## src/rtl/rotenc_pkg.sv

```systemverilog
package rotenc_pkg;

    localparam int VALUE_WIDTH_DEF = 16;

    localparam int IN_TDATA_W  = 8;
    localparam int OUT_TDATA_W = 24;
    localparam int CFG_INDEX_W = 3;
    localparam int CFG_DATA_W  = 16;

    // Register indexes of the configuration channel.
    typedef enum logic [CFG_INDEX_W-1:0] {
        REG_STEP_SIZE           = 3'd0,
        REG_MIN_VALUE           = 3'd1,
        REG_MAX_VALUE           = 3'd2,
        REG_ACCEL_ENABLE        = 3'd3,
        REG_DOUBLE_CLICK_ENABLE = 3'd4,
        REG_DIRECTION_NORMAL    = 3'd5,
        REG_HOLD_TICKS          = 3'd6,
        REG_CLICK_WINDOW        = 3'd7
    } t_reg_index;

    // Register values after reset.
    localparam logic [7:0]         STEP_SIZE_RST    = 8'd1;
    localparam logic signed [15:0] MIN_VALUE_RST    = 16'sd0;
    localparam logic signed [15:0] MAX_VALUE_RST    = 16'sd127;
    localparam logic [9:0]         HOLD_TICKS_RST   = 10'd500;
    localparam logic [9:0]         CLICK_WINDOW_RST = 10'd375;

    // Button timing.
    localparam logic [9:0] DEBOUNCE_TICKS   = 10'd4;
    localparam logic [9:0] SINGLE_CLICK_WIN = 10'd5;
    localparam logic [9:0] PRESS_SAT        = 10'd1023;

    // Acceleration: the range is divided by ACCEL_DIV through a reciprocal.
    localparam int         ACCEL_DIV   = 25;
    localparam int         ACCEL_SHIFT = 21;
    localparam int         ACCEL_RECIP = ((1 << ACCEL_SHIFT) + ACCEL_DIV - 1) / ACCEL_DIV;
    localparam int         ACCEL_W     = 12;
    localparam logic [4:0] ACCEL_SLOW  = 5'd20;
    localparam logic [4:0] ACCEL_MID   = 5'd15;
    localparam logic [4:0] ACCEL_FAST  = 5'd10;
    localparam logic [4:0] MOVE_SAT    = 5'd21;

    // Codes reported in button_status.
    localparam logic [2:0] STATUS_OPEN     = 3'd0;
    localparam logic [2:0] STATUS_CLICKED  = 3'd1;
    localparam logic [2:0] STATUS_DOUBLE   = 3'd2;
    localparam logic [2:0] STATUS_HELD     = 3'd3;
    localparam logic [2:0] STATUS_RELEASED = 3'd4;

    typedef enum logic [4:0] {
        BTN_OPEN     = 5'b00001,
        BTN_CLICKED  = 5'b00010,
        BTN_DOUBLE   = 5'b00100,
        BTN_HELD     = 5'b01000,
        BTN_RELEASED = 5'b10000
    } t_btn_state;

    typedef struct packed {
        logic                  func;
        logic                  pin_a;
        logic                  pin_b;
        logic                  button_level;
    } t_item;

    typedef struct packed {
        logic [7:0]            step_size;
        logic signed [15:0]    min_value;
        logic signed [15:0]    max_value;
        logic                  accel_enable;
        logic                  double_click_enable;
        logic                  direction_normal;
        logic [9:0]            hold_ticks;
        logic [9:0]            click_window;
        logic [ACCEL_W-1:0]    accel_mag;
        logic                  accel_neg;
    } t_cfg;

    typedef struct packed {
        logic                  click_event;
        logic                  double_click_event;
        logic                  hold_event;
        logic [2:0]            button_status;
    } t_btn_res;

    typedef struct packed {
        logic signed [15:0]    current_value;
        logic                  value_changed;
    } t_mot_res;

    function automatic logic [2:0] status_code(input t_btn_state state);
        logic [2:0] code;
        case (state)
            BTN_OPEN:     code = STATUS_OPEN;
            BTN_CLICKED:  code = STATUS_CLICKED;
            BTN_DOUBLE:   code = STATUS_DOUBLE;
            BTN_HELD:     code = STATUS_HELD;
            BTN_RELEASED: code = STATUS_RELEASED;
            default:      code = STATUS_OPEN;
        endcase
        return code;
    endfunction

endpackage

```

## src/rtl/rotenc_cfg.sv

```systemverilog
module rotenc_cfg (
    input  logic                                i_clk,
    input  logic                                i_rst_n,
    input  logic                                i_cfg_valid,
    output logic                                o_cfg_ready,
    input  logic [rotenc_pkg::CFG_INDEX_W-1:0]  i_cfg_index,
    input  logic [rotenc_pkg::CFG_DATA_W-1:0]   i_cfg_data,
    output rotenc_pkg::t_cfg                    o_cfg
);
    import rotenc_pkg::*;

    logic                r_live;
    logic [7:0]          r_step_size;
    logic signed [15:0]  r_min_value;
    logic signed [15:0]  r_max_value;
    logic                r_accel_enable;
    logic                r_double_click_enable;
    logic                r_direction_normal;
    logic [9:0]          r_hold_ticks;
    logic [9:0]          r_click_window;
    logic [ACCEL_W-1:0]  r_accel_mag;
    logic                r_accel_neg;

    logic [ACCEL_W-1:0]  n_accel_mag;
    logic                n_accel_neg;
    logic signed [16:0]  w_range;
    logic [15:0]         w_range_mag;
    logic [32:0]         w_recip_prod;

    assign o_cfg_ready = r_live;

    // The acceleration base is registered from the clamp range and follows it in the cycle after a
    // write, so an item stepped in that cycle can still use the old base.
    assign w_range      = 17'(r_max_value) - 17'(r_min_value);
    assign w_range_mag  = w_range[16] ? 16'(-w_range) : w_range[15:0];
    assign w_recip_prod = 33'(w_range_mag) * 33'(ACCEL_RECIP);
    assign n_accel_mag  = w_recip_prod[ACCEL_SHIFT +: ACCEL_W];
    assign n_accel_neg  = w_range[16];

    always_ff @(posedge i_clk) begin
        r_accel_mag <= n_accel_mag;
        r_accel_neg <= n_accel_neg;
    end

    always_ff @(posedge i_clk) begin
        if (!i_rst_n) begin
            r_live                <= 1'b0;
            r_step_size           <= STEP_SIZE_RST;
            r_min_value           <= MIN_VALUE_RST;
            r_max_value           <= MAX_VALUE_RST;
            r_accel_enable        <= 1'b0;
            r_double_click_enable <= 1'b1;
            r_direction_normal    <= 1'b1;
            r_hold_ticks          <= HOLD_TICKS_RST;
            r_click_window        <= CLICK_WINDOW_RST;
        end else begin
            r_live <= 1'b1;
            if (i_cfg_valid && r_live) begin
                case (t_reg_index'(i_cfg_index))
                    REG_STEP_SIZE:           r_step_size           <= i_cfg_data[7:0];
                    REG_MIN_VALUE:           r_min_value           <= i_cfg_data;
                    REG_MAX_VALUE:           r_max_value           <= i_cfg_data;
                    REG_ACCEL_ENABLE:        r_accel_enable        <= i_cfg_data[0];
                    REG_DOUBLE_CLICK_ENABLE: r_double_click_enable <= i_cfg_data[0];
                    REG_DIRECTION_NORMAL:    r_direction_normal    <= i_cfg_data[0];
                    REG_HOLD_TICKS:          r_hold_ticks          <= i_cfg_data[9:0];
                    REG_CLICK_WINDOW:        r_click_window        <= i_cfg_data[9:0];
                    default: begin
                    end
                endcase
            end
        end
    end

    always_comb begin
        o_cfg.step_size           = r_step_size;
        o_cfg.min_value           = r_min_value;
        o_cfg.max_value           = r_max_value;
        o_cfg.accel_enable        = r_accel_enable;
        o_cfg.double_click_enable = r_double_click_enable;
        o_cfg.direction_normal    = r_direction_normal;
        o_cfg.hold_ticks          = r_hold_ticks;
        o_cfg.click_window        = r_click_window;
        o_cfg.accel_mag           = r_accel_mag;
        o_cfg.accel_neg           = r_accel_neg;
    end

endmodule

```

## src/rtl/rotenc_button.sv

```systemverilog
module rotenc_button (
    input  logic                 i_clk,
    input  logic                 i_rst_n,
    input  logic                 i_step,
    input  logic                 i_tick,
    input  logic                 i_button_level,
    input  rotenc_pkg::t_cfg     i_cfg,
    output rotenc_pkg::t_btn_res o_res
);
    import rotenc_pkg::*;

    t_btn_state  r_state;
    logic [9:0]  r_press;
    logic [9:0]  r_window;

    t_btn_state  n_state;
    logic [9:0]  n_press;
    logic [9:0]  n_window;
    logic [9:0]  w_press_inc;
    logic        w_click;
    logic        w_dclick;
    logic        w_hold;

    assign w_press_inc = (r_press == PRESS_SAT) ? r_press : r_press + 10'd1;

    always_comb begin
        n_state  = r_state;
        n_press  = r_press;
        n_window = r_window;
        w_click  = 1'b0;
        w_dclick = 1'b0;
        w_hold   = 1'b0;
        if (i_tick) begin
            if (!i_button_level) begin
                n_press = w_press_inc;
                if (w_press_inc > i_cfg.hold_ticks) begin
                    n_state = BTN_HELD;
                    w_hold  = 1'b1;
                end
            end else begin
                // A release only counts after a press longer than the debounce time.
                if (r_press > DEBOUNCE_TICKS) begin
                    if (r_state == BTN_HELD) begin
                        n_state  = BTN_RELEASED;
                        n_window = '0;
                    end else if (r_window > SINGLE_CLICK_WIN) begin
                        if (r_window < i_cfg.click_window) begin
                            n_state  = BTN_DOUBLE;
                            n_window = '0;
                            w_dclick = 1'b1;
                        end else begin
                            w_click = 1'b1;
                        end
                    end else begin
                        n_window = i_cfg.double_click_enable ? i_cfg.click_window
                                                             : SINGLE_CLICK_WIN;
                        w_click  = 1'b1;
                    end
                end
                n_press = '0;
            end
            if (n_window != '0) begin
                n_window = n_window - 10'd1;
                if (n_window == '0) begin
                    n_state = BTN_CLICKED;
                end
            end
        end
    end

    always_ff @(posedge i_clk) begin
        if (!i_rst_n) begin
            r_state  <= BTN_OPEN;
            r_press  <= '0;
            r_window <= '0;
        end else if (i_step) begin
            r_state  <= n_state;
            r_press  <= n_press;
            r_window <= n_window;
        end
    end

    always_comb begin
        o_res.click_event        = w_click;
        o_res.double_click_event = w_dclick;
        o_res.hold_event         = w_hold;
        o_res.button_status      = status_code(n_state);
    end

endmodule

```

## src/rtl/rotenc_motion.sv

```systemverilog
module rotenc_motion #(
    parameter int VALUE_WIDTH = rotenc_pkg::VALUE_WIDTH_DEF
) (
    input  logic                 i_clk,
    input  logic                 i_rst_n,
    input  logic                 i_step,
    input  rotenc_pkg::t_item    i_item,
    input  rotenc_pkg::t_cfg     i_cfg,
    output rotenc_pkg::t_mot_res o_res
);
    import rotenc_pkg::*;

    localparam int PROD_W = 23;
    localparam int SUM_W  = ((VALUE_WIDTH > PROD_W) ? VALUE_WIDTH : PROD_W) + 2;
    localparam logic signed [SUM_W-1:0] V_MAX =
        {{(SUM_W-VALUE_WIDTH+1){1'b0}}, {(VALUE_WIDTH-1){1'b1}}};
    localparam logic signed [SUM_W-1:0] V_MIN =
        {{(SUM_W-VALUE_WIDTH+1){1'b1}}, {(VALUE_WIDTH-1){1'b0}}};

    logic [1:0]                    r_prev_pins;
    logic signed [15:0]            r_count;
    logic [4:0]                    r_ticks_move;
    logic signed [VALUE_WIDTH-1:0] r_value;

    logic [1:0]                    n_prev_pins;
    logic signed [15:0]            n_count;
    logic [4:0]                    n_ticks_move;
    logic signed [VALUE_WIDTH-1:0] n_value;

    logic [3:0]                    w_trans;
    logic                          w_fwd;
    logic                          w_rev;
    logic                          w_inc;
    logic                          w_dec;
    logic signed [13:0]            w_det;
    logic                          w_moved;
    logic [ACCEL_W-1:0]            w_accel_mag;
    logic signed [ACCEL_W:0]       w_accel;
    logic signed [ACCEL_W:0]       w_term;
    logic signed [PROD_W-1:0]      w_prod;
    logic signed [SUM_W-1:0]       w_sum;
    logic signed [SUM_W-1:0]       w_bound;
    logic                          w_hit;
    logic                          w_changed;

    // Previous pins in the low two bits, new pins above them.
    assign w_trans = {i_item.pin_b, i_item.pin_a, r_prev_pins};

    always_comb begin
        w_fwd = 1'b0;
        w_rev = 1'b0;
        case (w_trans)
            4'd2, 4'd4, 4'd11, 4'd13: w_fwd = 1'b1;
            4'd1, 4'd7, 4'd8, 4'd14:  w_rev = 1'b1;
            default: begin
            end
        endcase
    end

    assign w_inc = i_cfg.direction_normal ? w_fwd : w_rev;
    assign w_dec = i_cfg.direction_normal ? w_rev : w_fwd;

    // Whole detents are the floored quarter of the count.
    assign w_det   = r_count[15:2];
    assign w_moved = (w_det != '0);

    always_comb begin
        if (r_ticks_move > ACCEL_SLOW) begin
            w_accel_mag = '0;
        end else if (r_ticks_move > ACCEL_MID) begin
            w_accel_mag = i_cfg.accel_mag >> 2;
        end else if (r_ticks_move > ACCEL_FAST) begin
            w_accel_mag = i_cfg.accel_mag >> 1;
        end else begin
            w_accel_mag = i_cfg.accel_mag;
        end
    end

    always_comb begin
        if (!i_cfg.accel_enable) begin
            w_accel = '0;
        end else if (i_cfg.accel_neg) begin
            w_accel = -$signed({1'b0, w_accel_mag});
        end else begin
            w_accel = $signed({1'b0, w_accel_mag});
        end
    end

    assign w_term = w_det[13] ? -w_accel : w_accel;
    assign w_prod = PROD_W'($signed({1'b0, i_cfg.step_size})) * PROD_W'(w_det);
    assign w_sum  = SUM_W'(r_value) + SUM_W'(w_prod) + SUM_W'(w_term);

    // Clamp to the configured range (the maximum wins if the range is
    // inverted), then saturate to the width of the value register.
    always_comb begin
        w_bound = w_sum;
        w_hit   = 1'b0;
        if (w_bound < SUM_W'(i_cfg.min_value)) begin
            w_bound = SUM_W'(i_cfg.min_value);
            w_hit   = 1'b1;
        end
        if (w_bound > SUM_W'(i_cfg.max_value)) begin
            w_bound = SUM_W'(i_cfg.max_value);
            w_hit   = 1'b1;
        end
        if (w_bound > V_MAX) begin
            w_bound = V_MAX;
        end
        if (w_bound < V_MIN) begin
            w_bound = V_MIN;
        end
    end

    always_comb begin
        n_prev_pins  = r_prev_pins;
        n_count      = r_count;
        n_ticks_move = r_ticks_move;
        n_value      = r_value;
        w_changed    = 1'b0;
        if (!i_item.func) begin
            n_prev_pins = {i_item.pin_b, i_item.pin_a};
            if (r_ticks_move < MOVE_SAT) begin
                n_ticks_move = r_ticks_move + 5'd1;
            end
            if (w_inc && (r_count != 16'sh7fff)) begin
                n_count = r_count + 16'sd1;
            end else if (w_dec && (r_count != -16'sh8000)) begin
                n_count = r_count - 16'sd1;
            end
        end else begin
            n_count = {14'd0, r_count[1:0]};
            if (w_moved) begin
                n_ticks_move = '0;
                n_value      = VALUE_WIDTH'(w_bound);
                w_changed    = (VALUE_WIDTH'(w_bound) != r_value);
                if (w_hit) begin
                    n_count = '0;
                end
            end
        end
    end

    always_ff @(posedge i_clk) begin
        if (!i_rst_n) begin
            r_prev_pins  <= '0;
            r_count      <= '0;
            r_ticks_move <= '0;
            r_value      <= '0;
        end else if (i_step) begin
            r_prev_pins  <= n_prev_pins;
            r_count      <= n_count;
            r_ticks_move <= n_ticks_move;
            r_value      <= n_value;
        end
    end

    always_comb begin
        o_res.current_value = 16'(n_value);
        o_res.value_changed = w_changed;
    end

endmodule

```

## src/rtl/rotary_encoder_with_button.sv

```systemverilog
// Path: an input beat is held in the input register, then in the output register.
// Throughput: one item per cycle; the input register and the output register
// advance together, so only a stalled output beat holds the input side back.
// Reset (synchronous, active low) clears the valid flags and the button and motion state and loads
// the register defaults; both ready outputs stay low until the first cycle after reset.
module rotary_encoder_with_button #(
    parameter int VALUE_WIDTH = rotenc_pkg::VALUE_WIDTH_DEF
) (
    input  logic                                i_clk,
    input  logic                                i_rst_n,
    // Input stream.
    input  logic                                i_s_axis_tvalid,
    output logic                                o_s_axis_tready,
    // tdata, lowest bit first: pin_a, pin_b, button_level, zero fill.
    input  logic [rotenc_pkg::IN_TDATA_W-1:0]   i_s_axis_tdata,
    // tuser: func (0 tick, 1 apply).
    input  logic                                i_s_axis_tuser,
    // Output stream.
    output logic                                o_m_axis_tvalid,
    input  logic                                i_m_axis_tready,
    // tdata, lowest bit first: click_event, double_click_event, hold_event,
    // button_status[2:0], current_value[15:0], value_changed, zero fill.
    output logic [rotenc_pkg::OUT_TDATA_W-1:0]  o_m_axis_tdata,
    // Configuration write channel.
    input  logic                                i_cfg_valid,
    output logic                                o_cfg_ready,
    input  logic [rotenc_pkg::CFG_INDEX_W-1:0]  i_cfg_index,
    input  logic [rotenc_pkg::CFG_DATA_W-1:0]   i_cfg_data
);
    import rotenc_pkg::*;

    t_cfg                   w_cfg;
    t_btn_res               w_btn;
    t_mot_res               w_mot;

    logic                   r_in_valid;
    t_item                  r_in;
    logic                   r_out_valid;
    logic [OUT_TDATA_W-1:0] r_out_data;

    logic                   w_advance;
    logic                   w_step;
    logic                   w_take;

    assign w_advance       = !r_out_valid || i_m_axis_tready;
    assign w_step          = r_in_valid && w_advance;
    assign o_s_axis_tready = o_cfg_ready && (!r_in_valid || w_advance);
    assign w_take          = i_s_axis_tvalid && o_s_axis_tready;

    rotenc_cfg u_cfg (
        .i_clk       (i_clk),
        .i_rst_n     (i_rst_n),
        .i_cfg_valid (i_cfg_valid),
        .o_cfg_ready (o_cfg_ready),
        .i_cfg_index (i_cfg_index),
        .i_cfg_data  (i_cfg_data),
        .o_cfg       (w_cfg)
    );

    rotenc_button u_button (
        .i_clk          (i_clk),
        .i_rst_n        (i_rst_n),
        .i_step         (w_step),
        .i_tick         (!r_in.func),
        .i_button_level (r_in.button_level),
        .i_cfg          (w_cfg),
        .o_res          (w_btn)
    );

    rotenc_motion #(
        .VALUE_WIDTH (VALUE_WIDTH)
    ) u_motion (
        .i_clk   (i_clk),
        .i_rst_n (i_rst_n),
        .i_step  (w_step),
        .i_item  (r_in),
        .i_cfg   (w_cfg),
        .o_res   (w_mot)
    );

    always_ff @(posedge i_clk) begin
        if (!i_rst_n) begin
            r_in_valid <= 1'b0;
        end else if (w_take) begin
            r_in_valid <= 1'b1;
        end else if (w_step) begin
            r_in_valid <= 1'b0;
        end
    end

    always_ff @(posedge i_clk) begin
        if (w_take) begin
            r_in.func         <= i_s_axis_tuser;
            r_in.pin_a        <= i_s_axis_tdata[0];
            r_in.pin_b        <= i_s_axis_tdata[1];
            r_in.button_level <= i_s_axis_tdata[2];
        end
    end

    always_ff @(posedge i_clk) begin
        if (!i_rst_n) begin
            r_out_valid <= 1'b0;
        end else if (w_step) begin
            r_out_valid <= 1'b1;
        end else if (i_m_axis_tready) begin
            r_out_valid <= 1'b0;
        end
    end

    always_ff @(posedge i_clk) begin
        if (w_step) begin
            r_out_data <= {1'b0, w_mot.value_changed, w_mot.current_value,
                           w_btn.button_status, w_btn.hold_event,
                           w_btn.double_click_event, w_btn.click_event};
        end
    end

    assign o_m_axis_tvalid = r_out_valid;
    assign o_m_axis_tdata  = r_out_data;

endmodule

```

## config.mk

```make
export PLATFORM = sky130hd
export DESIGN_NAME = rotary_encoder_with_button
export DESIGN_NICKNAME = d
export VERILOG_FILES = /design/src/rtl/rotenc_pkg.sv /design/src/rtl/rotenc_cfg.sv /design/src/rtl/rotenc_button.sv /design/src/rtl/rotenc_motion.sv /design/src/rtl/rotary_encoder_with_button.sv
export SDC_FILE = /design/constraint.sdc
export NUM_CORES = 1
export LEC_CHECK = 0
export BUFFER_PORTS_ARGS = -buffer_cell sky130_fd_sc_hd__buf_2
export CAP_MARGIN = 20
export CORE_MARGIN = 3
export CORE_UTILIZATION = 53
export CTS_CLUSTER_SIZE = 30
export DETAILED_ROUTE_END_ITERATION = 16
export PLACE_DENSITY = 0.7
export SLEW_MARGIN = 20
export SYNTH_ARGS = -nofsm -noshare
export SYNTH_HDL_FRONTEND = slang
export SYNTH_SLANG_ARGS = --single-unit
```

## constraint.sdc

```tcl
create_clock -name i_clk -period 20.1 [get_ports i_clk]
set_clock_uncertainty 0.1 [all_clocks]
set_input_delay 4.02 -clock i_clk [delete_from_list [all_inputs] [get_ports i_clk]]
set_output_delay 4.02 -clock i_clk [all_outputs]
set_load 0.02 [all_outputs]
```

==> run metrics <==
Chip Height 214 um; Worst Reg-to-Reg Cells 50; Core Region 0.0422 sq mm; Seq cells post-synth 170; Nets 3222; ratio of cells with drive above 1 in the final layout 0.0622; Synth Net Count 3231; Synth Cell Area 0.0228 sq mm; top cells by area, synth fa_1 (21%), ha_1 (16%), dfxtp_1 (13%), inv_1 (6.8%), nand2_1 (4.2%); Total Routed Length 56100 um; 1st-iter DRT viols 1146; clock tree buffer depth 2; setup tns final 0 ns; overflow left after global routing 0; top post-synthesis cells by count inv_1 (413), ha_1 (298), nand2_1 (258); # DRC 0; H-tree levels 4; cell count after synthesis 2665; clk slew on worst S/H paths 0.07 ns; final setup fails 0; die area 0.0456 sq mm; Worst Setup SP u_motion.r_ticks_move[0]; Die Wd 214 um; I/O Buffers 53; top cell type's share of synthesized area 0.206; area grow syn2layout 5.46%; Tmin final 14.43 ns; fin crit share 0.718; crit start category flop; initial antenna violation count 1; post-DP HPWL 45800 um; row count 75; final hold vios 0; DRT antenna net count 0; post-cts sizing count 0; WS Path Type reg -> reg; Post-synth EDFFs 27; WP data required 20.28 ns; crit-path max FO 31; All-Layer GR Usage 0.253; hold-fix buffers at CTS 0; Worst path max stage delay 0.82 ns; CP Capture Type flop; Seq/Total Area, Yosys 0.161; max frequency 69.3 MHz; synth warn 0; number of global-route vias before repair 18380; hold depth 2; slowest cell on the critical path xnor2_1; worst flop-to-flop path startpoint u_motion.r_ticks_move[0]; Initial Utilization 0.541; Via density 5.73; synth unique cells 104; Main synth FF type dfxtp_1; status finished, final reports clean; WL per Instance 17.5 um; setup repair bufs after CTS 0; Hold WS 0.361 ns; CP arrival 14.61 ns; later-pin clock latency in the skew report 0.47 ns; CP most frequent cell ha_1; CTS tree done; max cap viols 0; Slew Limit Fails 0; Slew HR 0.252; Root Buffer clkbuf_16; worst hold path startpoint u_cfg.r_hold_ticks[1]; worst-margin pin slew 1.12 ns; largest net degree at the start of global routing 83; GPL Wtd Cong 0.925; Num CTS Buffers 17; clock tree sinks 170; ys async rst share 0; cell with the most instances after synthesis inv_1; IO Count 60; syn avg cell area 8.57 sq um; first-pass GRT wire length 92400 um; worst min path class reg -> reg; cell taking the most area after synthesis fa_1; via count 18382; Pre-antenna DRT Iters 5; RSZ-0062 raised after global routing no
[layer usage]
| layer | track usage | part of all wire | routed length (um) |
|---|---|---|---|
| met1 | 0.333 | 0.44 | 24700 |
| met2 | 0.430 | 0.48 | 26800 |
| met3 | 0.0417 | 0.052 | 2910 |
| met4 | 0.0786 | 0.029 | 1640 |
| met5 | 0 | 0 | 0 |
[flip-flops by register name (all words and copies together), names as in the netlist, 8 cells and up]
name / flops
u_button.r_window: 10
u_cfg.r_hold_ticks: 10
u_cfg.r_step_size: 8
u_cfg.r_accel_mag: 12
u_motion.r_value: 16
o_m_axis_tdata: 23
u_button.r_press: 10
u_motion.r_count: 16
u_cfg.r_max_value: 16
u_cfg.r_click_window: 10
u_cfg.r_min_value: 16
[worst max-delay path: cells and delay by family, from the launching register on]
kind / cells / cell delay (ns)
xor gates and xnor gates: 3 / 1.16
buffers and inverters: 5 / 1.17
adders and majority gates: 9 / 3.11
DFF: 1 / 0.52
AOI/OAI and AO/OA: 17 / 4.98
muxes: 1 / 0.40
and+or+nand+nor: 15 / 2.77
[path summary, 6_finish.rpt]
check	slack, ns	endpoint
hold reg to reg	0.36	u_cfg.r_hold_ticks[1]
setup reg to reg	5.67	o_m_axis_tdata[22]
hold / removal	0.36	u_cfg.r_hold_ticks[1]
setup / recovery	5.67	o_m_axis_tdata[22]
[layout make-up]
class / count / area, sq um
timing repair buffer: 65 / 355
tap: 539 / 674
fill: 3809 / 18100
sequential: 170 / 3670
multi-input combinational: 1987 / 17200
antenna: 1 / 2.50
clock buffer: 17 / 425
clock inverter: 15 / 171
inverter: 415 / 1560
[per-stage QoR]
stage,cells,area [sq um],worst slack [ns],utilization
2_1_floorplan,2665,22800,7.80,-
3_3_place_gp,3175,23500,6.40,0.556
3_5_place_dp,3176,23500,5.98,0.556
4_1_cts,3208,24100,5.88,0.570
5_1_grt,3209,24100,4.83,0.570
6_report,3209,24100,5.67,0.570
[cell families (layout without fill, tap and decap cells)]
logic type / after synthesis / in the layout / share of synthesized area
other: 1 / 2 / 0.000164
xor gates and xnor gates: 101 / 101 / 0.0387
DFF: 170 / 170 / 0.161
muxes: 60 / 60 / 0.0275
buffers and inverters: 508 / 512 / 0.0860
adders and majority gates: 533 / 533 / 0.369
and+or+nand+nor: 765 / 765 / 0.164
AOI/OAI and AO/OA: 527 / 527 / 0.153
[layout by cell type (no fill, tap or decap), types with 37 or more instances in the layout]
cell and n:
inv_1 412, ha_1 298, nor3_1 38, xnor2_1 64
nand2_1 258, mux2i_1 38, dfxtp_1 143, nor2_1 155
o21ai_0 95, buf_2 53, a21oi_1 155, xor2_1 37
a21o_1 44, nand3_1 49, fa_1 235, and2_1 89
Power is not shown: default switching activity piles up to over one toggle a cycle in this logic, so the estimate is an artifact.
